$ cat config.mk
export PLATFORM = sky130hd
export DESIGN_NAME = tsieve_ram
export DESIGN_NICKNAME = d
export VERILOG_FILES = /design/src/hw/rtl/tsieve_ram.sv
export SDC_FILE = /design/constraint.sdc
export NUM_CORES = 1
export LEC_CHECK = 0
export ABC_AREA = 0
export BUFFER_PORTS_ARGS = -buffer_cell sky130_fd_sc_hd__buf_2
export CORE_UTILIZATION = 57
export DETAILED_ROUTE_END_ITERATION = 16
export GPL_TIMING_DRIVEN = 0
export PLACE_DENSITY = 0.75
export RECOVER_POWER = 100
export SLEW_MARGIN = 30
export SYNTH_ARGS = -nofsm -noshare
export SYNTH_HDL_FRONTEND = slang
export SYNTH_SLANG_ARGS = --single-unit
$ cat constraint.sdc
create_clock -name clk -period 1.8 [get_ports clk]
set_input_delay 0.18 -clock clk [delete_from_list [all_inputs] [get_ports clk]]
set_output_delay 0.18 -clock clk [all_outputs]
set_load 0.05 [all_outputs]
$ cat src/hw/rtl/tsieve_ram.sv
// generic simple dual port ram with registered read
module tsieve_ram #(
  parameter int WIDTH = 8,
  parameter int DEPTH = 16
) (
  input  logic                     clk,
  input  logic                     we,
  input  logic [$clog2(DEPTH)-1:0] waddr,
  input  logic [WIDTH-1:0]         wdata,
  input  logic [$clog2(DEPTH)-1:0] raddr,
  output logic [WIDTH-1:0]         rdata
);

  logic [WIDTH-1:0] mem [DEPTH];

  always_ff @(posedge clk) begin
    if (we) begin
      mem[waddr] <= wdata;
    end
    rdata <= mem[raddr];
  end

endmodule

### Word level (Yosys, flattened, before mapping)

Memory sizes are Yosys's and may differ from the RTL's. A register that Yosys moved wholly into a read port is not among the register bits.
Cells that the tools add are included.

| storage, ports and cells | value |
|---|---|
| register bits | 0 |
| latch bits | 0 |
| RAM bits | 128 |
| ROM bits | 0 |
| input bits | 18 |
| output and inout bits | 8 |
| word-level logic and storage cells | 3 |
| memories | 1 |

Memories:

| name | words | width | rd ports | clocked after memory_dff | write ports | RTL line | source |
|---|---|---|---|---|---|---|---|
| mem | 16 | 8 | 1 | 1 | 1 | 14 | `logic [WIDTH-1:0] mem [DEPTH];` |

| operators by class | value |
|---|---|
| add/subtract/negate cells | 0 |
| $mul | 0 |
| div/mod/pow operators | 0 |
| order comparisons | 0 |
| equal/unequal tests | 0 |
| shifts and indexed selects | 0 |
| mux-type cells | 2 |
| bitwise operators | 0 |
| reduce and logical (&&, ||, !) cells | 0 |

Operators by type and width:

| cell | number |
|---|---|
| two-way mux 1 bit | 2 |

### Longest topological paths before layout

Gate-level depths: netlist (run 1).

| logic depth | value |
|---|---|
| depth after elaboration | 2 |
| mapped depth | 5 |
| depth with buffers taken out | 3 |

### Worst setup path after synthesis (run 1)

No wires, ideal clock.

| timing path | value |
|---|---|
| path kind | in2reg |
| start | input port waddr[2] |
| end | memory mem[0][0] (enable) |
| library setup time | 0.383 ns |
| arrival time | 1.290 ns |
| required time | 1.417 ns |
| setup slack | 0.127 ns |
| stages | 2 |
| buffers on the path | 0 |
| cells stage by stage | or3b_2 nor3_1 |

RTL lines:

| what | RTL line | source |
|---|---|---|
| start, declared | 8 | `input logic [$clog2(DEPTH)-1:0] waddr,` |
| end, declared | 14 |  |

Straight into the memory's write port.

### Worst setup path in the final report (run 1)

| timing path | value |
|---|---|
| start | register rdata[5], read port of mem |
| end | output port rdata[5] |

RTL lines:

| what | RTL line | source |
|---|---|---|
| start, declared | 11 | `output logic [WIDTH-1:0] rdata` |

No word-level cell between the ends.

==> results of run 1 <==
## worst paths after layout
path | to | slack (ns) | cells past startpoint
worst max-delay path | rdata[5] | 0.33 | 1
worst min-delay path | mem[0][7] | 0.20 | 2
worst max register to register | rdata[0] | 0.37 | 3
worst min register to register | rdata[1] | 0.68 | 3
## synthesized netlist by cell type
cell,instances
nand2b_1,2
clkdlybuf4s25_2,3
nand2_1,9
and2_1,1
nor3_1,4
edfxtp_1,128
nor2_1,13
mux4_1,14
mux4_2,18
buf_4,1
buf_2,3
nand3_1,1
a22oi_1,16
and2b_1,1
dfxtp_1,8
nand3b_1,2
buf_6,3
or3b_2,1
nor2b_1,1
## flip-flops by register name, indices dropped and copies added, names as in the netlist
signal  flops
mem       128
rdata       8
## metrics by stage
| step | hold slack, ns | instance area (um2) | power [W] | utilization (%) | instances |
|---|---|---|---|---|---|
| detailed placement | 0.598 | 5420 | 0.00403 | 62.2 | 361 |
| floorplan | 0.279 | 5150 | 0.00388 | - | 229 |
| global placement | 0.578 | 5400 | 0.00401 | 62.0 | 361 |
| finish | 0.205 | 6050 | 0.00777 | 69.4 | 393 |
| CTS | 0.0553 | 6090 | 0.00781 | 69.8 | 393 |
| global route | 0.185 | 6050 | 0.00795 | 69.4 | 393 |
## metal layers
| metal | vias to the layer above | GRT usage, % | part of all wire, % |
|---|---|---|---|
| met2 | 113 | 31.7 | 47 |
| met3 | 16 | 5.92 | 6.2 |
| met5 | - | 0 | 0 |
| met4 | 0 | 9.07 | 1.9 |
| met1 | 1240 | 32.8 | 45 |
| li1 | 1060 | - | - |
## placed cells by master (no fill, tap or decap), types with 2 or more instances in the layout
master,Yosys,final
clkbuf_1,0,21
nand3b_1,2,2
mux4_1,14,14
clkbuf_16,0,16
buf_6,3,3
a22oi_1,16,16
clkbuf_8,0,3
nor3_1,4,3
clkinvlp_4,0,2
nand2_1,9,9
nor2_1,13,13
buf_2,3,7
clkdlybuf4s25_2,3,3
edfxtp_1,128,128
bufinv_16,0,6
nand2b_1,2,2
clkinv_4,0,2
dfxtp_1,8,8
mux4_2,18,18
## cell type report
type,instances,area share [%]
well taps,108,2.23
flip-flops and latches,136,66.2
multi-input cells,83,17.6
plain buffers,10,1.43
repair buffers,24,1.57
clock buffers,20,7.36
clock inverters,12,3.66
## logic make-up after synthesis
family | synth area share [%]
buf+inv | 1.68
flops | 77.8
simple gates | 3.18
compound gates | 2.33
mux | 15.0
## power by group through the flow
stage / Combinational [W] / Clock [W] / Sequential [W]
after floorplan: 0.000180 / 0 / 0.00370
after global placement: 0.000393 / 0 / 0.00362
after detailed placement: 0.000404 / 0 / 0.00362
after CTS: 0.000408 / 0.00384 / 0.00356
after global routing: 0.000420 / 0.00397 / 0.00357
final: 0.000396 / 0.00381 / 0.00356
==> run metrics, run 1 <==
status=completed; die width=97.0 um; Clk pwr share=49.1%; number of synthesized register bits=136; Setup violations, final=0; cells along the critical path=clkbuf_1; Comb power frac=5.1%; drc violations=0; number of global-route vias before repair=2442; WP data required=1.62 ns; DRT Pass-1 Iters=5; CP Max Fanout=1; Unique masters post-synth=19; P_leak=2.00 nW; # IOs=26; clock sink count=136; # resized after CTS=0; Num CTS Buffers=17; Switching Share=19.3%; FP Rows=34; Final Max Slew Viols=0; HP Start=waddr[1]; setup TNS=0 ns; pin count of the biggest net entering global routing=17; CTS tree=yes; CP max stage delay=0.47 ns; register area share after synthesis=77.8%; Area contributors post-synth=edfxtp_1 75%, mux4_2 7.9%, mux4_1 7.1%, dfxtp_1 3.1%, a22oi_1 2.3%; chip height=97.0 um; fmax=679 MHz; drt wl/cell=24.3 um; CP Class=reg2out; # hold bufs at CTS=0; Nets=290; worst rel slew slack=15.1%; Fillers=501; share of cells above drive strength 1=22.5%; worst hold path class=in2reg; Crit path buffers/inverters=1; Clock Skew=0.00793 ns; Post-Route WL=9550 um; final hold vios=0; Avg Inst Size Synth=22.5 um2; first-pass GRT wire length=14300 um; Peak VDD IR=835 uV; slowest CP cell=clkbuf_1; Worst-Margin Slew=1.26 ns; power per cell area=1280 nW/um2; Sw Pwr=0.00150 W; crit end category=primary output; most area-hungry cell type in the Yosys netlist=edfxtp_1; initial antenna violation count=0; ANT nets after route=0; Area Overhead vs Synth=17.5%; CP delay by family, top=buffers and inverters; vias per inst=6.18; Die Area=9410 um2; Clock Tree Root=clkbuf_8; clock buffer depth=2; initial core utilization=59.0%; final worst slack=0.327 ns; top cell type's share of synthesized area=74.7%; GRT Util Overall=22.1%; GRT Residual Overflow=0; register share of total power=45.8%; max-capacitance violation count=0; Clk Latency, worst-skew pair=0.51 ns; crit share post-route=81.8%; Warnings, synthesis=0; Post-DP HPWL=5730 um; via count=2429; htree depth=4; Setup crit start=rdata[5]; Mapped Cells=229; Place WS=-0.0727 ns; Clock Pin Slew Worst Setup and Hold Paths=0.06 ns; reg-to-reg startpoint=mem[5][0]; post-CTS setup buffer count=0; I/O Buffers=24; Internal Pwr Total=0.00627 W; area of the core=8720 um2; Tmin final=1.47 ns; syn_nets=247; placer's final routability congestion estimate=0.702; multi-input logic area=1060 um2; Synth Cell Area=5150 um2; register area=4000 um2; 1st-iter DRT viols=338; critical path startpoint category=register; CP Data Arrival Time=1.29 ns; ANT cells=0; RSZ-0062 raised after global routing=no
(Power assumes the default switching activity.)
==> run 2: changes to the inputs <==
--- a/config.mk
+++ b/config.mk
@@ -5,9 +5,9 @@
 export SDC_FILE = /design/constraint.sdc
 export NUM_CORES = 1
 export LEC_CHECK = 0
-export ABC_AREA = 0
+export ABC_AREA = 1
 export BUFFER_PORTS_ARGS = -buffer_cell sky130_fd_sc_hd__buf_2
-export CORE_UTILIZATION = 57
+export CORE_UTILIZATION = 55
 export DETAILED_ROUTE_END_ITERATION = 16
 export GPL_TIMING_DRIVEN = 0
 export PLACE_DENSITY = 0.75
==> constraint.sdc (replaced) <==
create_clock -name clk -period 1.3 [get_ports clk]
set_input_delay 0.13 -clock clk [delete_from_list [all_inputs] [get_ports clk]]
set_output_delay 0.13 -clock clk [all_outputs]
set_load 0.05 [all_outputs]
==> run metrics, run 2 <==
commonest non-fill, non-tap cell in the layout=nand2_1; number of synthesized register bits=136; WHS Endpoint=rdata[5]; first-pass GRT wire length=21000 um; Primary FF master, synth=edfxtp_1; RSZ-0062 raised after global routing=no; Nets=610; Num CTS Buffers=17; Worst-Margin Slew=0.915 ns; max reg flops=128; placed cell count=709; ANT nets after route=0; HP Start=raddr[2]; CP Max Fanout=1; I/O Buffers=22; syn_nets=569; Setup violations, final=0; Clk Latency, worst-skew pair=0.52 ns; vias per inst=5.26; DRT Pass-1 Iters=5; number of global-route vias before repair=3789; r2r endpoint=rdata[2]; crit share post-route=96.4%; die width=104 um; worst rel slew slack=38.7%; drt wl/cell=18.2 um; worst hold path class=in2reg; initial antenna violation count=0; CP max stage delay=0.32 ns; 1st-iter DRT viols=397; placer's final routability congestion estimate=0.899; GRT Util Overall=27.0%; most area-hungry cell type in the Yosys netlist=edfxtp_1; register area share after synthesis=69.4%; Area contributors post-synth=edfxtp_1 67%, nand2_1 11%, nand3_1 8.4%, inv_1 6.5%, dfxtp_1 2.8%; reg-to-reg startpoint=mem[10][2]; via count=3895; drc violations=0; EDFF count, synth=128; status=completed; Largest Register=mem; crit end category=primary output; post-CTS setup buffer count=0; # resized after CTS=0; hold path depth=4; Unique masters post-synth=12; Final Max Slew Viols=0; pin count of the biggest net entering global routing=17; power per cell area=1600 nW/um2; Peak VDD IR=978 uV; Die Area=10900 um2; slowest CP cell=dfxtp_1; Worst R2R Setup Slack=0.25 ns; share of cells above drive strength 1=10.2%; fmax=798 MHz; Post-DP HPWL=8820 um; Mapped Cells=551; GRT Residual Overflow=0; Crit path buffers/inverters=1; P_leak=2.88 nW; CP delay by family, top=flip-flops; Warnings, synthesis=0; Synth Cell Area=5770 um2; final instance area=6640 um2; # hold bufs at CTS=0; Post-Route WL=13500 um; clock sink count=136; FP Rows=37; top flop regs=mem (128), rdata (8); ANT cells=0; CTS tree=yes; clock buffer depth=2; Avg Inst Size Synth=10.5 um2; cells along the critical path=clkbuf_2; chip height=104 um; most frequent cells in the layout=173 x nand2_1, 128 x edfxtp_1, 100 x inv_1, 97 x nand3_1; # IOs=26; area of the core=10200 um2; WP data required=1.17 ns; Clock Skew=0.00657 ns; top cell type's share of synthesized area=66.7%; CP Data Arrival Time=1.12 ns; CP Class=reg2out; final hold vios=0; list of most frequent post-synthesis cells=173 x nand2_1, 128 x edfxtp_1, 100 x inv_1; htree depth=4; Non-Filler Instances=741; r2r worst-path depth=6; DP Area=6050 um2; initial core utilization=56.4%; critical path startpoint category=register; Async S/R FF share, synth=0%; Area Overhead vs Synth=15.2%; Clock Tree Root=clkbuf_8; Tmin final=1.25 ns; most common cell in the netlist=nand2_1; max-capacitance violation count=0; Clock Pin Slew Worst Setup and Hold Paths=0.06 ns
[run 2: cell count changes in the layout (fill, tap and decap cells not counted), sizes merged, moves of 2 or more]
cell / before / now
mux4: 32 / 0
inv: 0 / 102
clkdlybuf4s25: 3 / 0
nand2: 9 / 173
nand3: 1 / 97
nand2b: 2 / 0
buf: 11 / 26
nor2: 13 / 17
clkbuf: 40 / 42
nor3: 4 / 0
a22oi: 16 / 0
[run 2: kinds of logic after synthesis]
kind of cell | count (synthesis) | share of synthesized area [%]
AND/OR/NAND/NOR | 289 | 21.0
buffers and inverters | 126 | 9.52
flip-flops | 136 | 69.4
[run 2: final cells by class]
cell class	count	area (um2)
inverters	102	383
multi-input cells	289	1210
well taps	136	170
plain buffers	24	166
clock inverters	10	178
repair buffers	22	95.1
clock buffers	22	433
flip-flops and latches	136	4000
fillers	772	3590
[run 2: worst max path at each step]
stage / from / end / depth (start not counted)
finish: rdata[3] / rdata[3] / 1
floorplan: waddr[2] / mem[10][0] / 2
detailed placement: waddr[3] / mem[7][1] / 3
CTS: rdata[3] / rdata[3] / 1
global placement: waddr[3] / mem[6][0] / 3
global route: rdata[3] / rdata[3] / 1
[run 2: per-stage QoR]
stage	setup TNS, ns	utilization (%)	hold WS [ns]	power (W)	setup WS [ns]
floorplan	0	-	0.229	0.00546	0.219
global placement	-19.85	59.1	0.545	0.00571	-0.302
detailed placement	-24.63	59.1	0.554	0.00574	-0.315
CTS	0	65.1	0.00383	0.0107	0.0543
global route	0	64.9	0.0620	0.0109	0.0219
finish	0	64.9	0.0346	0.0106	0.0468
[run 2: layer usage]
layer,track usage (%),wire length [um],vias to the layer above
met5,0,0,-
met4,11.6,315,0
met3,6.52,1370,29
met2,42.5,6430,210
met1,36.0,5350,1798
li1,-,-,1858
[run 2: where the power goes]
part           internal (W)  switching [W]
combinational      0.000182       0.000542
sequential          0.00491      0.0000270
clock               0.00329        0.00170
==> run 3: changes to the inputs <==
==> constraint.sdc (replaced) <==
create_clock -name clk -period 1.3 [get_ports clk]
set_input_delay 0.13 -clock clk [delete_from_list [all_inputs] [get_ports clk]]
set_output_delay 0.13 -clock clk [all_outputs]
set_load 0.01 [all_outputs]
==> run metrics, run 3 (same netlist as run 2, synthesis figures left out) <==
status=completed; Peak VDD IR=984 uV; DRT Pass-1 Iters=7; reg-to-reg startpoint=mem[10][2]; CTS tree=yes; fmax=875 MHz; number of global-route vias before repair=3789; Setup violations, final=0; Clock Pin Slew Worst Setup and Hold Paths=0.06 ns; setup TNS=0 ns; area of the core=10200 um2; ANT cells=0; FP Rows=37; Num CTS Buffers=17; first-pass GRT wire length=21000 um; placer's final routability congestion estimate=0.899; Clock Tree Root=clkbuf_8; drt wl/cell=18.3 um; share of cells above drive strength 1=8.93%; post-CTS setup buffer count=0; Internal Pwr Total=0.00837 W; Comb power frac=6.0%; clock buffer depth=2; Die Area=10900 um2; Clk Latency, worst-skew pair=0.53 ns; RSZ-0062 raised after global routing=no; final hold vios=0; Area Overhead vs Synth=15.0%; ANT nets after route=0; Sw Pwr=0.00219 W; max reg flops=128; crit end category=primary output; worst rel slew slack=38.5%; worst hold path class=in2reg; Largest Register=mem; Worst-Margin Slew=0.923 ns; power per cell area=1590 nW/um2; drc violations=0; CP Data Arrival Time=1.01 ns; chip height=104 um; Clock Skew=0.00601 ns; final worst slack=0.157 ns; fin util=64.8%; initial core utilization=56.4%; Crit path buffers/inverters=1; register share of total power=46.7%; initial antenna violation count=0; CP max stage delay=0.32 ns; pin count of the biggest net entering global routing=17; Post-DP HPWL=8820 um; CP Class=reg2out; top flop regs=mem (128), rdata (8); die width=104 um; most frequent cells in the layout=173 x nand2_1, 128 x edfxtp_1, 100 x inv_1, 97 x nand3_1, 25 x clkbuf_1; GRT Residual Overflow=0; crit share post-route=87.9%; GRT Util Overall=27.0%; CP delay by family, top=flip-flops; Nets=610; # resized after CTS=0; Post-Route WL=13500 um; via count=3941; vias per inst=5.32; 1st-iter DRT viols=421; Setup crit start=rdata[3]; Final Max Slew Viols=0; Worst R2R Setup Slack=0.26 ns; WP data required=1.17 ns; Place WS=-0.315 ns; HP Start=raddr[2]; critical path startpoint category=register; Clk pwr share=47.3%; max-capacitance violation count=0; cells along the critical path=clkbuf_1; slowest CP cell=dfxtp_1; CP Max Fanout=1; htree depth=4; P_leak=2.85 nW; I/O Buffers=22; Switching Share=20.7%; # hold bufs at CTS=0; # IOs=26; commonest non-fill, non-tap cell in the layout=nand2_1; Tmin final=1.14 ns; clock sink count=136
## run 3: cell count changes in the layout (fill, tap and decap cells not counted)
cell	previous run	this run
clkbuf_1	17	25
clkbuf_2	8	0
## run 3: metal layers
layer / up-vias / GRT usage, % / wire length, um
met5: - / 0 / 0
li1: 1859 / - / -
met4: 0 / 11.6 / 414
met1: 1815 / 36.0 / 5350
met3: 39 / 6.52 / 1420
met2: 228 / 42.5 / 6360
## run 3: stage by stage
step / power, W / instances / instance area (um2) / hold WS [ns]
2_1_floorplan: 0.00538 / 551 / 5770 / 0.229
3_3_place_gp: 0.00563 / 709 / 6050 / 0.524
3_5_place_dp: 0.00565 / 709 / 6050 / 0.526
4_1_cts: 0.0106 / 741 / 6660 / 0.00383
5_1_grt: 0.0108 / 741 / 6630 / 0.0620
6_report: 0.0106 / 741 / 6630 / 0.0306
## run 3: power by group through the flow
stage	combinational, W	clock (W)	sequential [W]
3_5_place_dp	0.000629	0	0.00502
4_1_cts	0.000639	0.00501	0.00493
2_1_floorplan	0.000346	0	0.00503
5_1_grt	0.000690	0.00519	0.00494
3_3_place_gp	0.000612	0	0.00501
6_report	0.000630	0.00500	0.00493
## run 3: worst paths after layout
| check | endpoint | depth (start not counted) |
|---|---|---|
| hold reg to reg | rdata[0] | 6 |
| setup / recovery | rdata[3] | 1 |
| hold / removal | rdata[5] | 4 |
| setup reg to reg | rdata[2] | 6 |
## run 3: area by class of cell
type,count,area [um2]
timing repair buffer,22,85.1
clock inverter,10,178
inverter,102,383
buffer,24,166
sequential,136,4000
clock buffer,22,433
fill,777,3600
multi-input combinational,289,1210
tap,136,170
