$ cat config.mk
export PLATFORM = sky130hd
export DESIGN_NAME = tsieve_inv
export DESIGN_NICKNAME = d
export VERILOG_FILES = /design/src/hw/rtl/tsieve_pkg.sv /design/src/hw/rtl/tsieve_inv.sv
export SDC_FILE = /design/constraint.sdc
export NUM_CORES = 1
export LEC_CHECK = 0
export BUFFER_PORTS_ARGS = -buffer_cell sky130_fd_sc_hd__buf_2
export CORE_UTILIZATION = 60
export DETAILED_ROUTE_END_ITERATION = 8
export PLACE_DENSITY = 0.77
export SYNTH_ARGS = -nofsm -noshare
export SYNTH_HDL_FRONTEND = slang
export SYNTH_SLANG_ARGS = --single-unit
$ cat constraint.sdc
create_clock -name clk -period 9 [get_ports clk]
set_clock_uncertainty 0.15 [all_clocks]
set_input_delay 0.9 -clock clk [delete_from_list [all_inputs] [get_ports clk]]
set_output_delay 0.9 -clock clk [all_outputs]
set_load 0.05 [all_outputs]
$ cat src/hw/rtl/tsieve_pkg.sv
// package with widths, codes and shared types of the totient sieve table
package tsieve_pkg;

  localparam int NUM_W       = 17;
  localparam int NUM_LIMIT   = 1 << NUM_W;
  localparam int TABLE_SIZE  = 131072;
  localparam int TABLE_DEPTH = (TABLE_SIZE < NUM_LIMIT) ? TABLE_SIZE : NUM_LIMIT;
  localparam int ADDR_W      = $clog2(TABLE_DEPTH);
  localparam int IDX_W       = ADDR_W + 1;
  localparam int STATUS_W    = 2;

  // newton steps for the inverse mod 2^17: 3 -> 6 -> 12 -> 24 good bits
  localparam int NEWTON_ITERS = 3;
  localparam int ITER_W       = 2;

  localparam logic OP_BUILD = 1'b0;
  localparam logic OP_QUERY = 1'b1;

  localparam logic [STATUS_W-1:0] ST_OK      = 2'd0;
  localparam logic [STATUS_W-1:0] ST_RANGE   = 2'd1;
  localparam logic [STATUS_W-1:0] ST_UNBUILT = 2'd2;

  typedef struct packed {
    logic              en;
    logic [ADDR_W-1:0] addr;
    logic [NUM_W-1:0]  data;
  } wr_req_t;

endpackage

$ cat src/hw/rtl/tsieve_inv.sv
// inverse of an odd value mod 2^17 by newton iteration, one multiply per cycle
module tsieve_inv (
  input  logic                      clk,
  input  logic                      rst,
  input  logic                      start,
  input  logic [tsieve_pkg::NUM_W-1:0] value,
  output logic                      done,
  output logic [tsieve_pkg::NUM_W-1:0] inv
);

  import tsieve_pkg::*;

  logic [NUM_W-1:0]  val;
  logic [NUM_W-1:0]  x;
  logic [NUM_W-1:0]  p;
  logic [ITER_W-1:0] iter;
  logic              phase;
  logic              running;
  logic [2*NUM_W-1:0] prod_vx;
  logic [2*NUM_W-1:0] prod_fix;

  assign prod_vx  = (2*NUM_W)'(val) * (2*NUM_W)'(x);
  assign prod_fix = (2*NUM_W)'(x) * (2*NUM_W)'(NUM_W'(2) - p);
  assign inv      = x;

  always_ff @(posedge clk) begin
    if (rst) begin
      running <= 1'b0;
      done    <= 1'b0;
      phase   <= 1'b0;
      iter    <= '0;
    end else begin
      done <= 1'b0;
      if (start) begin
        val     <= value;
        x       <= value;
        iter    <= '0;
        phase   <= 1'b0;
        running <= 1'b1;
      end else if (running) begin
        if (!phase) begin
          p     <= prod_vx[NUM_W-1:0];
          phase <= 1'b1;
        end else begin
          x     <= prod_fix[NUM_W-1:0];
          phase <= 1'b0;
          iter  <= iter + ITER_W'(1);
          if (iter == ITER_W'(NEWTON_ITERS - 1)) begin
            running <= 1'b0;
            done    <= 1'b1;
          end
        end
      end
    end
  end

endmodule

After elaboration in Yosys (flattened, before gate mapping)
Index checks and enable logic that the tools add are counted.
- flip-flop bits (word level): 56
- bits in latches: 0
- memory bits (writable): 0
- memories kept: 0
- ROM bits: 0
- output and inout port bits: 18
- shifts and indexed selects: 0
- $add $sub $neg: 2
- multiply operators: 2
- reduce and logical (&&, ||, !) cells: 8
- $lt $le $gt $ge: 0
- equal/unequal tests: 1
- divide/modulo/power cells: 0
- bitwise logic cells: 4
- multiplexer cells: 9
- operators by type and width (kind ; count):
    $mux 17 ; 3
    $mul 18x18->17 ; 1
    $sub 2x17->18 const A ; 1
    $mul 17x17->17 ; 1
    $mux 1 ; 6
    $not 1->1 ; 4
    $reduce_and 2->1 ; 2
    $reduce_and 4->1 ; 1
    $reduce_bool 2->1 ; 2
    $reduce_or 4->1 ; 1
    $reduce_and 3->1 ; 1
    $add 2x1->2 const B ; 1
    $eq 2x2->1 const B ; 1
    $reduce_or 2->1 ; 1

Depth between registers and ports, before layout
Gate-level depths: netlist (run 1).
- word-level depth: 5
- mapped depth: 26
- depth with buffers taken out: 25

Least setup slack after synthesis (run 1)
Ideal clock, no wire load.
- kind: register to register
- from: reg p[1]
- to: reg x[16], in the netlist inv[16], data pin
- arrival: 6.166 ns
- slack: 2.424 ns
- library setup time: 0.260 ns
- cell stages (with the launch flop): 23
- cell sequence: edfxtp_1 ha_1 or4_4 or3b_4 xor2_1 nand2_1 fa_1 fa_1 inv_1 fa_1 fa_1 inv_1 fa_1 fa_1 xnor2_1 xnor2_1 xnor2_1 xnor2_1 xnor2_1 xnor2_1 xnor2_1 xnor2_1 mux2_2
- longest elaborated chain between the ends: 5
- ends and longest elaborated chain (what ; line ; text):
    from (decl) ; tsieve_inv.sv:15 ; logic [NUM_W-1:0] p;
    from (signal assigned) ; tsieve_inv.sv:42 ; p <= prod_vx[NUM_W-1:0];
    $sub 2x17->18 ; tsieve_inv.sv:23 ; assign prod_fix = (2*NUM_W)'(x) * (2*NUM_W)'(NUM_W'(2) - p);
    $mul 18x18->17 ; tsieve_inv.sv:23 ;
    $mux 17 ; tsieve_inv.sv:41 ; if (!phase) begin
    $mux 17 ; tsieve_inv.sv:40 ; end else if (running) begin
    $mux 17 ; tsieve_inv.sv:34 ; if (start) begin
    to (signal assigned) ; tsieve_inv.sv:36 ; x <= value;
    to (signal assigned) ; tsieve_inv.sv:45 ; x <= prod_fix[NUM_W-1:0];
    to (decl) ; tsieve_inv.sv:14 ; logic [NUM_W-1:0] x;
Every way passes these cells. The select of a mux whose other input is x is not followed.
A chain may end at the register's enable or synchronous reset.

Worst setup path in the final report (run 1)
- from: reg p[0]
- to: reg x[16], in the netlist inv[16], data pin
Same word-level chain as after synthesis.

==> results.sh, run 1 <==
export IMPL_cp_slowest_stage_delay_ns=0.68
export IMPL_syn_area_per_cell_um2=9.13
export IMPL_detail_route_first_pass_iterations=5
export IMPL_netlist_instances=1241
export IMPL_grt_start_max_net_pins=37
export IMPL_chain_of_cells_forming_the_critical_path="ha_1 -> or4_4 -> or3b_4 -> xor2_1 -> nand2_1 -> fa_1 -> fa_1 -> inv_1 -> fa_1 -> fa_1 -> inv_1 -> fa_1 -> fa_1 -> xnor2_1 -> xnor2_1 -> xnor2_1 -> xnor2_1 -> xnor2_1 -> xnor2_1 -> xnor2_1 -> xnor2_1 -> mux2_2"
export IMPL_critical_path_class="reg -> reg"
export IMPL_fin_setup_tns_ns=0
export IMPL_ys_top_cells_by_count="295 x sky130_fd_sc_hd__inv_1, 187 x sky130_fd_sc_hd__fa_1, 172 x sky130_fd_sc_hd__nand2_1"
export IMPL_boundaryPins=38
export IMPL_numCtsBuffers=5
export IMPL_synth_ff_latch_count=56
export IMPL_tightestPinTransition_ns=1.22
export IMPL_required_ns=8.90
export IMPL_grt_pass1_vias=8665
export IMPL_ys_async_sr_fraction_pct=0
export IMPL_clock_tree_from_tritoncts="yes"
export IMPL_gpl_final_weighted_congestion=0.872
export IMPL_top_metal_layer_carrying_routed_signals="met4"
export IMPL_syn_area_mm2=0.0113
export IMPL_synthDistinctLibCells=39
export IMPL_post_drt_via_cell_ratio=5.43
export IMPL_dp_hpwl_mm=20.2
export IMPL_rsz0062_at_grt="false"
export IMPL_clkSinkCount=56
export IMPL_cts_htree_levels=2
export IMPL_area_growth_synth_to_final_pct=4.80
export IMPL_drt_total_wl_mm=25.6
export IMPL_cp_end_kind="flop"
export IMPL_most_used_dff_post_synth="sky130_fd_sc_hd__edfxtp_1"
export IMPL_die_height_um=139
export IMPL_floorplan_core_area_mm2=0.0182
export IMPL_synth_most_common_cell="sky130_fd_sc_hd__inv_1"
export IMPL_clock_latency_ns=0.31
export IMPL_grt_antenna_before_repair=0
export IMPL_synth_yosys_seq_area_share_pct=14.4
export IMPL_initial_utilization_pct=62.3
export IMPL_slew_headroom_pct=18.1
export IMPL_critical_path_cell_with_the_highest_stage_delay="sky130_fd_sc_hd__edfxtp_1"
export IMPL_number_of_port_buffers=37
export IMPL_postCtsHoldBufs=0
export IMPL_final_fill_count=1452
export IMPL_synthDominantAreaCellType="sky130_fd_sc_hd__fa_1"
export IMPL_via_count=8037
export IMPL_synth_top_cell_area_share_pct=33.0
export IMPL_final_nets=1576
export IMPL_final_util_pct=65.2
export IMPL_routedWlPerCell_um=17.3
export IMPL_die_area_mm2=0.0194
export IMPL_postCtsResizedCells=0
export IMPL_clock_root_buffer="sky130_fd_sc_hd__clkbuf_16"
export IMPL_final_period_minus_worst_setup_slack_ns=7.40
export IMPL_outcome="finished, final reports clean"
export IMPL_routedLengthMet1_mm=10.9
export IMPL_crit_arrival_ns=7.30
export IMPL_met3WireLength_mm=1.69
export IMPL_setup_violations=0
export IMPL_global_route_congestion_overflow_total=0
export IMPL_crit_path_start_kind="flop"
export IMPL_max_cap_violations=0
export IMPL_critical_path_peak_fanout=20
export IMPL_timing_max_transition_violations_final=0
export IMPL_groute_usage_overall_pct=28.6
export IMPL_final_layout_size_suffix_gt1_share_pct=5.92
export IMPL_antenna_left=0
export IMPL_cts_post_setup_buffers_inserted=0
export IMPL_global_route_wire_length_before_repair_mm=43.0
export IMPL_clkTransAtPathRegs_ns=0.08
export IMPL_r2r_setup_slack_ns=1.60
export IMPL_synth_nets=1568
export IMPL_final_hold_viols=0
export IMPL_n_antenna_cell=0
export IMPL_yosysWarningCount=0
export IMPL_remaining_drc_errors=0
export IMPL_first_iter_violations=512
export IMPL_synth_enable_flop_cells=51
export IMPL_maxClockFrequency_mhz=135
export IMPL_number_of_buffers_on_the_longest_clock_path=2
export IMPL_route_met2_wl_mm=12.5
export IMPL_floorplan_rows=49
export IMPL_post_route_clock_period_utilization_pct=82.2
export IMPL_worstHoldPathType="reg -> reg"
export IMPL_synthTopCellsByArea="sky130_fd_sc_hd__fa_1 33%, sky130_fd_sc_hd__edfxtp_1 14%, sky130_fd_sc_hd__ha_1 13%"
export IMPL_die_outline_width_um=139
export IMPL_path_common_cell="sky130_fd_sc_hd__xnor2_1"
==> critical path, delay by kind of cell (launching register included) <==
kind,cells,cell delay (ns)
xor+xnor,9,1.73
simple gates,3,1.01
buf+inv,2,0.11
fa+ha+maj,7,3.20
mux,1,0.26
flops,1,0.68
==> placed cells by master, fill, tap and decap left out, types with 2 or more instances in the layout <==
master / synthesis / layout
sky130_fd_sc_hd__o21ai_0: 19 / 19
sky130_fd_sc_hd__and2_1: 136 / 136
sky130_fd_sc_hd__or3_1: 2 / 2
sky130_fd_sc_hd__xnor2_1: 78 / 78
sky130_fd_sc_hd__nand2b_1: 3 / 3
sky130_fd_sc_hd__nand2_1: 172 / 172
sky130_fd_sc_hd__nand3_1: 2 / 2
sky130_fd_sc_hd__ha_1: 120 / 120
sky130_fd_sc_hd__inv_1: 295 / 295
sky130_fd_sc_hd__mux2_2: 6 / 6
sky130_fd_sc_hd__buf_2: 1 / 37
sky130_fd_sc_hd__nor2b_1: 24 / 24
sky130_fd_sc_hd__o21a_1: 5 / 5
sky130_fd_sc_hd__nor3_2: 2 / 2
sky130_fd_sc_hd__xor2_1: 20 / 20
sky130_fd_sc_hd__a21oi_1: 16 / 16
sky130_fd_sc_hd__clkbuf_16: 0 / 5
sky130_fd_sc_hd__buf_4: 0 / 13
sky130_fd_sc_hd__a21boi_0: 3 / 3
sky130_fd_sc_hd__nor2_1: 17 / 17
sky130_fd_sc_hd__a21o_1: 3 / 3
sky130_fd_sc_hd__dfxtp_1: 5 / 5
sky130_fd_sc_hd__inv_6: 0 / 2
sky130_fd_sc_hd__nor3_1: 9 / 9
sky130_fd_sc_hd__edfxtp_1: 51 / 51
sky130_fd_sc_hd__fa_1: 187 / 187
sky130_fd_sc_hd__nor4_1: 3 / 3
==> cell type report <==
cell class                      instances  area [um^2]  share of cell area, %
Clock buffer                            5          125                   1.05
Tap cell                              229          287                   2.41
Sequential cell                        56         1630                   13.7
Inverter                              295         1110                   9.32
Timing Repair Buffer                   50          283                   2.38
Clock inverter                          3         28.8                  0.242
Multi-Input combinational cell        841         8420                   70.9
==> kinds of logic (layout without fill, tap and decap cells) <==
kind of cell | count (synthesis) | count (layout) | share of synthesized area, %
flops | 56 | 56 | 14.4
xor+xnor | 98 | 98 | 7.57
simple gates | 378 | 378 | 16.9
fa+ha+maj | 307 | 307 | 46.3
mux | 6 | 6 | 0.596
buf+inv | 344 | 353 | 11.4
compound gates | 52 | 52 | 2.87
==> final timing paths <==
| check | endpoint | cells past startpoint | start |
|---|---|---|---|
| worst min register to register | iter[1]$_SDFFE_PN0P_ | 2 | iter[1]$_SDFFE_PN0P_ |
| worst min-delay path | iter[1]$_SDFFE_PN0P_ | 2 | iter[1]$_SDFFE_PN0P_ |
| worst max register to register | inv[16]$_DFFE_PP_ | 22 | p[0]$_DFFE_PP_ |
| worst max-delay path | inv[16]$_DFFE_PP_ | 22 | p[0]$_DFFE_PP_ |
==> state kept, by name, summed over array words and instances (netlist names) <==
signal and cells:
inv 17, running 1, phase 1, iter 2, done 1, val 17, p 17
==> metrics by stage <==
step | cell area [um^2] | hold WS, ns | cells | setup WS (ns)
after CTS | 11900 | 0.405 | 1479 | 1.62
after global routing | 11900 | 0.425 | 1479 | 1.30
after floorplan | 11300 | 0.343 | 1241 | 2.42
after detailed placement | 11700 | 0.394 | 1471 | 1.66
final | 11900 | 0.416 | 1479 | 1.60
after global placement | 11700 | 0.353 | 1471 | 1.74
==> per-layer routing <==
metal	up-vias	track usage, %
met5	-	0
met3	41	2.86
li1	3678	-
met2	277	49.7
met4	0	7.54
met1	4041	38.4
Power of run 1 is not shown: default switching activity piles up to over one toggle a cycle in this logic, so the estimate is an artifact.
==> run 2, diff against run 1 <==
Settings changed: ABC_AREA set to 1.
Clock period 9 ns to 7.1 ns, I/O delays scaled along.
==> run 2 against run 1 <==
Compared with the run above: first-iteration DRC count is 28% higher; utilization is 0.053 points lower; setup slack worse by 1.0 ns; register-to-register slack worse by 1.0 ns; maximum frequency is 14% higher; synthesized cell count is 23% higher; global-route usage is 3.0 points higher; die area is 4.2% higher; non-clock buffer count is 2 higher.
==> results.sh, run 2 <==
export IMPL_cp_end_kind="flop"
export IMPL_final_fill_count=1641
export IMPL_critical_path_reg2reg_endpoint="inv[16]$_DFFE_PP_"
export IMPL_cp_slowest_stage_delay_ns=0.55
export IMPL_detail_route_first_pass_iterations=5
export IMPL_setup_worst_path_end="inv[16]$_DFFE_PP_"
export IMPL_clock_root_buffer="sky130_fd_sc_hd__clkbuf_16"
export IMPL_final_util_pct=65.2
export IMPL_dp_hpwl_mm=23.9
export IMPL_critical_path_cell_with_the_highest_stage_delay="sky130_fd_sc_hd__fa_1"
export IMPL_maxClockFrequency_mhz=154
export IMPL_synthDistinctLibCells=43
export IMPL_crit_path_start_kind="flop"
export IMPL_grt_pass1_vias=9972
export IMPL_remaining_drc_errors=0
export IMPL_mostFrequentLayoutCells="445 x sky130_fd_sc_hd__inv_1, 370 x sky130_fd_sc_hd__nand2_1, 187 x sky130_fd_sc_hd__fa_1"
export IMPL_die_area_mm2=0.0203
export IMPL_critical_path_class="reg -> reg"
export IMPL_r2r_start="p[1]$_DFFE_PP_"
export IMPL_boundaryPins=38
export IMPL_post_drt_via_cell_ratio=5.32
export IMPL_yosysWarningCount=0
export IMPL_path_common_cell="sky130_fd_sc_hd__nand2_1"
export IMPL_die_outline_width_um=142
export IMPL_final_nets=1865
export IMPL_ys_top_cells_by_count="445 x sky130_fd_sc_hd__inv_1, 370 x sky130_fd_sc_hd__nand2_1, 187 x sky130_fd_sc_hd__fa_1"
export IMPL_floorplan_rows=50
export IMPL_worstHoldPathType="reg -> reg"
export IMPL_groute_usage_overall_pct=31.6
export IMPL_numCtsBuffers=5
export IMPL_antenna_left=0
export IMPL_outcome="finished, final reports clean"
export IMPL_clkTransAtPathRegs_ns=0.08
export IMPL_synthDominantAreaCellType="sky130_fd_sc_hd__fa_1"
export IMPL_synth_yosys_seq_area_share_pct=13.8
export IMPL_synth_top_cell_area_share_pct=31.7
export IMPL_final_period_minus_worst_setup_slack_ns=6.50
export IMPL_grt_start_max_net_pins=26
export IMPL_critPathLaunch="p[1]$_DFFE_PP_"
export IMPL_syn_area_per_cell_um2=7.75
export IMPL_timing_max_transition_violations_final=0
export IMPL_synthTopCellsByArea="sky130_fd_sc_hd__fa_1 32%, sky130_fd_sc_hd__inv_1 14%, sky130_fd_sc_hd__edfxtp_1 13%"
export IMPL_layout_cells_most_common="sky130_fd_sc_hd__inv_1"
export IMPL_max_cap_violations=0
export IMPL_global_route_congestion_overflow_total=0
export IMPL_hold_path_depth=2
export IMPL_cts_post_setup_buffers_inserted=0
export IMPL_gpl_final_weighted_congestion=0.960
export IMPL_synth_nets=1852
export IMPL_number_of_buffers_on_the_longest_clock_path=2
export IMPL_first_iter_violations=653
export IMPL_final_layout_size_suffix_gt1_share_pct=5.33
export IMPL_syn_area_mm2=0.0118
export IMPL_area_sequential_mm2=0.00163
export IMPL_tightestPinTransition_ns=0.735
export IMPL_setup_violations=0
export IMPL_slew_headroom_pct=51.0
export IMPL_floorplan_core_area_mm2=0.0190
export IMPL_synth_most_common_cell="sky130_fd_sc_hd__inv_1"
export IMPL_area_growth_synth_to_final_pct=4.90
export IMPL_drt_total_wl_mm=29.3
export IMPL_required_ns=7.01
export IMPL_fin_setup_tns_ns=0
export IMPL_multi_input_area_mm2=0.00831
export IMPL_routedWlPerCell_um=16.3
export IMPL_clkSinkCount=56
export IMPL_clock_latency_ns=0.31
export IMPL_synth_enable_flop_cells=51
export IMPL_rsz0062_at_grt="false"
export IMPL_number_of_port_buffers=37
export IMPL_via_count=9570
export IMPL_r2r_setup_slack_ns=0.60
export IMPL_final_hold_viols=0
export IMPL_critical_path_peak_fanout=9
export IMPL_netlist_instances=1525
export IMPL_global_route_wire_length_before_repair_mm=48.5
export IMPL_die_height_um=142
export IMPL_clock_tree_from_tritoncts="yes"
export IMPL_initial_utilization_pct=62.1
export IMPL_postCtsResizedCells=0
export IMPL_synth_ff_latch_count=56
export IMPL_postCtsHoldBufs=0
export IMPL_post_route_clock_period_utilization_pct=91.6
export IMPL_cts_htree_levels=2
export IMPL_reg2regPathDepth=27
export IMPL_grt_antenna_before_repair=0
export IMPL_crit_arrival_ns=6.41
export IMPL_most_used_dff_post_synth="sky130_fd_sc_hd__edfxtp_1"
export IMPL_ys_async_sr_fraction_pct=0
[run 2: cell types whose count changed after synthesis, sizes merged, moves of 12 or more]
| cell | before | now |
|---|---|---|
| nand4 | 0 | 12 |
| clkbuf | 47 | 35 |
| inv | 295 | 447 |
| nor2b | 24 | 0 |
| nand3 | 2 | 47 |
| xnor2 | 78 | 26 |
| nand2 | 172 | 378 |
| and2 | 136 | 1 |
| nor2 | 17 | 110 |
[run 2: kinds of logic (layout without fill, tap and decap cells)]
group | after synthesis | in the layout | synth area share, %
other | 0 | 1 | 0
AOI/OAI and AO/OA | 58 | 58 | 2.82
and+or+nand+nor | 561 | 561 | 19.4
xor gates and xnor gates | 49 | 49 | 3.63
adders and majority gates | 307 | 307 | 44.4
buffers and inverters | 494 | 508 | 15.9
DFF | 56 | 56 | 13.8
[run 2: worst min path at each step]
| stage | slack, ns | end | start |
|---|---|---|---|
| after global placement | 0.31 | iter[0]$_SDFFE_PN0P_ | iter[0]$_SDFFE_PN0P_ |
| after CTS | 0.34 | iter[0]$_SDFFE_PN0P_ | iter[0]$_SDFFE_PN0P_ |
| after detailed placement | 0.33 | iter[0]$_SDFFE_PN0P_ | iter[0]$_SDFFE_PN0P_ |
| after floorplan | 0.30 | iter[0]$_SDFFE_PN0P_ | iter[0]$_SDFFE_PN0P_ |
| final | 0.35 | iter[0]$_SDFFE_PN0P_ | iter[0]$_SDFFE_PN0P_ |
| after global routing | 0.38 | running$_SDFF_PP0_ | running$_SDFF_PP0_ |
[run 2: layout make-up]
cell class / count / area share [%]
timing repair buffer: 52 / 2.40
multi-input combinational: 975 / 67.0
clock inverter: 3 / 0.202
inverter: 448 / 13.6
antenna: 1 / 0.0202
clock buffer: 5 / 1.01
sequential: 56 / 13.2
tap: 260 / 2.62
[run 2: metrics by stage]
step	hold slack [ns]	instance area, um^2	setup WS (ns)	instances
after floorplan	0.299	11800	1.12	1525
after global placement	0.314	12200	0.822	1791
after detailed placement	0.326	12200	0.671	1791
after CTS	0.337	12400	0.645	1799
after global routing	0.383	12400	0.268	1799
final	0.352	12400	0.598	1800
[run 2: worst max-delay path, delay by kind of cell (launching register included)]
family	cells	cell delay, ns
AO/OA/AOI/OAI	1	0.36
adder cells (fa/ha/maj)	8	3.61
buffers and inverters	6	0.51
flip-flops	1	0.43
AND/OR/NAND/NOR	12	1.19
[run 2: per-layer routing]
layer,up-vias,wire length [um],GRT usage (%),share of wire (%)
li1,4443,-,-,-
met5,-,0,0,0
met1,4609,12100,43.2,41
met2,444,13200,50.4,45
met3,74,3040,6.26,10
met4,0,862,11.0,2.9
Power of run 2 is left out for the same reason.
